File: src/hw/rtl/abst_pkg.sv
`default_nettype none

package abst_pkg;

  localparam int unsigned LEVELS = 8;
  localparam int unsigned NODES  = (1 << LEVELS) - 1;
  localparam int unsigned IDX_W  = LEVELS;
  localparam int unsigned KEY_W  = 32;

  // request kinds carried on tuser
  localparam logic REQ_INSERT = 1'b0;
  localparam logic REQ_SEARCH = 1'b1;

  typedef enum logic [1:0] {
    ST_INSERTED  = 2'd0,
    ST_FOUND     = 2'd1,
    ST_NOT_FOUND = 2'd2,
    ST_NO_ROOM   = 2'd3
  } status_e;

  typedef struct packed {
    logic lt;  // probe key below node key
    logic eq;  // probe key equals node key
  } cmp_res_t;

endpackage

`default_nettype wire

File: src/hw/rtl/abst_cmp.sv
`default_nettype none

module abst_cmp
  import abst_pkg::*;
(
  input  wire logic signed [KEY_W-1:0] probe_i,
  input  wire logic signed [KEY_W-1:0] node_i,
  output cmp_res_t                     res_o
);

  always_comb begin
    res_o.lt = (probe_i < node_i);
    res_o.eq = (probe_i == node_i);
  end

endmodule

`default_nettype wire

File: config.mk
export PLATFORM = sky130hd
export DESIGN_NAME = abst_cmp
export DESIGN_NICKNAME = d
export VERILOG_FILES = /design/src/hw/rtl/abst_pkg.sv /design/src/hw/rtl/abst_cmp.sv
export SDC_FILE = /design/constraint.sdc
export NUM_CORES = 1
export LEC_CHECK = 0
export BUFFER_PORTS_ARGS = -buffer_cell sky130_fd_sc_hd__buf_4
export CORE_MARGIN = 5
export CORE_UTILIZATION = 45
export DETAILED_ROUTE_END_ITERATION = 12
export MAX_ROUTING_LAYER = met4
export PLACE_DENSITY = 0.95
export SLEW_MARGIN = 15
export SYNTH_ARGS = -nofsm -noshare
export SYNTH_HDL_FRONTEND = slang
export SYNTH_SLANG_ARGS = --single-unit
File: constraint.sdc
create_clock -name vclk -period 4.6
set_input_delay 0.92 -clock vclk [all_inputs]
set_output_delay 0.92 -clock vclk [all_outputs]
set_load 0.01 [all_outputs]
==> flow_summary_export.csv <==
group,metric,value,unit
cells_and_area,nets,277,
yosys,synth_top_area_share,48.78,%
critical_path,endpoint_kind,"output pin",
yosys,ys_seq_area_share,0,%
clocking,cts_hold_buf,0,
global_routing,grt_pass1_vias,996,
die,io_pins,66,
critical_path,cpPeakStageDelay,0.39,ns
routing,drc_errors,0,
pwr,clock_power_share,0,%
timing,fin_tns_setup,0,ns
timing,setup_viol,0,
critical_path,critPathArrivalTime,2.47,ns
yosys,synthAdderAreaFrac,48.78,%
timing,hold_viol,0,
pwr,combPwrFrac,100.0,%
global_routing,grt_pass1_wl,3705,um
pwr,p_seq_share,0,%
yosys,synth_compound_area_share,20.58,%
pwr,netSwitchingFraction,40.16,%
yosys,syn_avg_cell_area,7.264,um2
pwr,p_leak,0.8214,nW
cells_and_area,area_delta_synth_final,64.18,%
die,start_util,47.54,%
die,die_y,52.71,um
pwr,cellPowerDensity,79.15,nW/um2
place,io_buffers,66,
place,dp_cells,204,
critical_path,worstPathCellList,"buf_4 -> ha_1 -> nand4_2 -> nor3_1 -> a221oi_1 -> o2111ai_1 -> o22ai_2 -> buf_4",
global_routing,gr-usage-all-layers,17.07,%
cells_and_area,instances_no_fill,204,
pwr,ir_drop,49.99,uV
timing,rsz0062_at_grt,"false",
cells_and_area,multi_input_area,700.7,um2
routing,initialDrtViolationCount,3,
timing,fin_crit,3.391,ns
clocking,cts_setup_buffers,0,
cells_and_area,drive_above_1_share,39.66,%
global_routing,grt_overflow,0,
pwr,p_total,0.1067,mW
clocking,cts_resized,0,
timing,worst_slew_pin_slew,0.3905,ns
pwr,p_int,0.06382,mW
cells_and_area,n_antenna_cell,0,
cells_and_area,clockBufferCount,0,
critical_path,crit_required,3.68,ns
yosys,synth_top_cell_by_area,"ha_1",
critical_path,cp_max_fo,4,
yosys,synth_nets,209,
routing,drtPass1Iterations,3,
critical_path,worst_path_max_delay_cell,"a221oi_1",
yosys,synth-simple-area-share,16.01,%
die,die_w,52.71,um
yosys,ys_top_cells_by_area,"ha_1 49%, inv_1 15%, a21oi_1 6.7%",
cells_and_area,final_common_cell,"buf_4",
yosys,synth_top_family_by_area,"adder cells",
die,dieArea,2778,um2
critical_path,cpMostUsedCell,"buf_4",
yosys,synth_xor_area_share,0,%
routing,avgRoutedWirePerCell,11.34,um
status,outcome,"finished, final reports clean",
routing,vias,999,
routing,avgViaCountPerCell,4.897,
yosys,ys_types,24,
yosys,netlist_instances,113,
global_routing,grt_max_degree,5,
die,rows,15,
global_routing,antenna_found_initial,0,
yosys,yosysWarnings,0,
yosys,syn_area,820.8,um2
cells_and_area,flops_and_latches,0,
timing,relSlewSlack,73.97,%
cells_and_area,final_cell_mix,"66 x buf_4, 32 x inv_1, 32 x ha_1, 11 x a21oi_1, 7 x nand2_1",
die,core_area,1727,um2
run,max-cap-violations,0,
place,place_congestion,0.7496,
pwr,power_switching,0.04284,mW
cells_and_area,register_area,0,um2
critical_path,critPathLaunchType,"primary input",
timing,fmax,294.9,MHz
cells_and_area,num-fill-cells,140,
routing,antenna_left,0,
critical_path,path_class,"in2out",
timing,slew_viol_final,0,
hold_path,hold_path_class,"in2out",
place,dp_hpwl,2222,um
routing,drt-total-wl,2313,um
yosys,synthMuxAreaShare,0,%
timing,fin_crit_sh,73.71,%
-- cell type report --
cell class         count  area share [%]
repair buffers        66           36.77
inverters             32           8.914
multi-input cells     81           52.00
well taps             25           2.321
-- synthesized netlist by cell type --
| library cell | number |
|---|---|
| o2111ai_1 | 1 |
| nor2_1 | 4 |
| nand3_1 | 2 |
| nand2_1 | 7 |
| nor4_1 | 1 |
| a21oi_1 | 11 |
| nor2b_1 | 1 |
| a21oi_2 | 1 |
| o22ai_2 | 1 |
| o211ai_1 | 1 |
| o21ai_0 | 2 |
| a21o_1 | 2 |
| a21boi_2 | 1 |
| inv_1 | 32 |
| o31a_1 | 1 |
| ha_1 | 32 |
| a221o_1 | 1 |
| a221oi_1 | 1 |
| nand4_1 | 6 |
| a211oi_1 | 1 |
| nor4_2 | 1 |
| nand4_2 | 1 |
| nor3_1 | 1 |
| o21ai_1 | 1 |
-- stage by stage --
step / setup WS [ns] / hold WS, ns / area, um2 / utilization [%]
2_1_floorplan: 1.498 / 2.116 / 820.8 / -
3_3_place_gp: 1.266 / 2.331 / 1348 / 78.04
3_5_place_dp: 1.207 / 2.355 / 1348 / 78.04
4_1_cts: 1.207 / 2.355 / 1348 / 78.04
5_1_grt: 1.040 / 2.395 / 1348 / 78.04
6_report: 1.209 / 2.354 / 1348 / 78.04
-- critical path, delay by kind of cell --
kind	cells	cell delay, ns
compound gates	3	0.73
simple gates	2	0.22
fa+ha+maj	1	0.34
buf+inv	2	0.25
-- worst paths after layout --
path	start	endpoint	cells past startpoint
setup / recovery	probe_i[31]	res_o[1]	8
hold / removal	probe_i[31]	res_o[1]	4
-- logic make-up (layout without fill, tap and decap cells) --
group / count (synthesis) / after routing
compound gates: 25 / 25
fa+ha+maj: 32 / 32
buf+inv: 32 / 98
simple gates: 24 / 24
-- power groups by stage --
stage / registers, mW / logic (mW) / clock network, mW
4_1_cts: 0 / 0.108 / 0
2_1_floorplan: 0 / 0.0515 / 0
5_1_grt: 0 / 0.122 / 0
3_5_place_dp: 0 / 0.108 / 0
3_3_place_gp: 0 / 0.102 / 0
6_report: 0 / 0.107 / 0
-- routing by layer --
layer | track usage [%] | up-vias | wire length, um
met5 | - | - | 0
met4 | 0 | 0 | 0
met3 | 1.425 | 0 | 181
met2 | 36.78 | 38 | 1285
met1 | 17.00 | 432 | 846
li1 | - | 529 | -
Note: power is estimated with default switching activity, not from simulation.
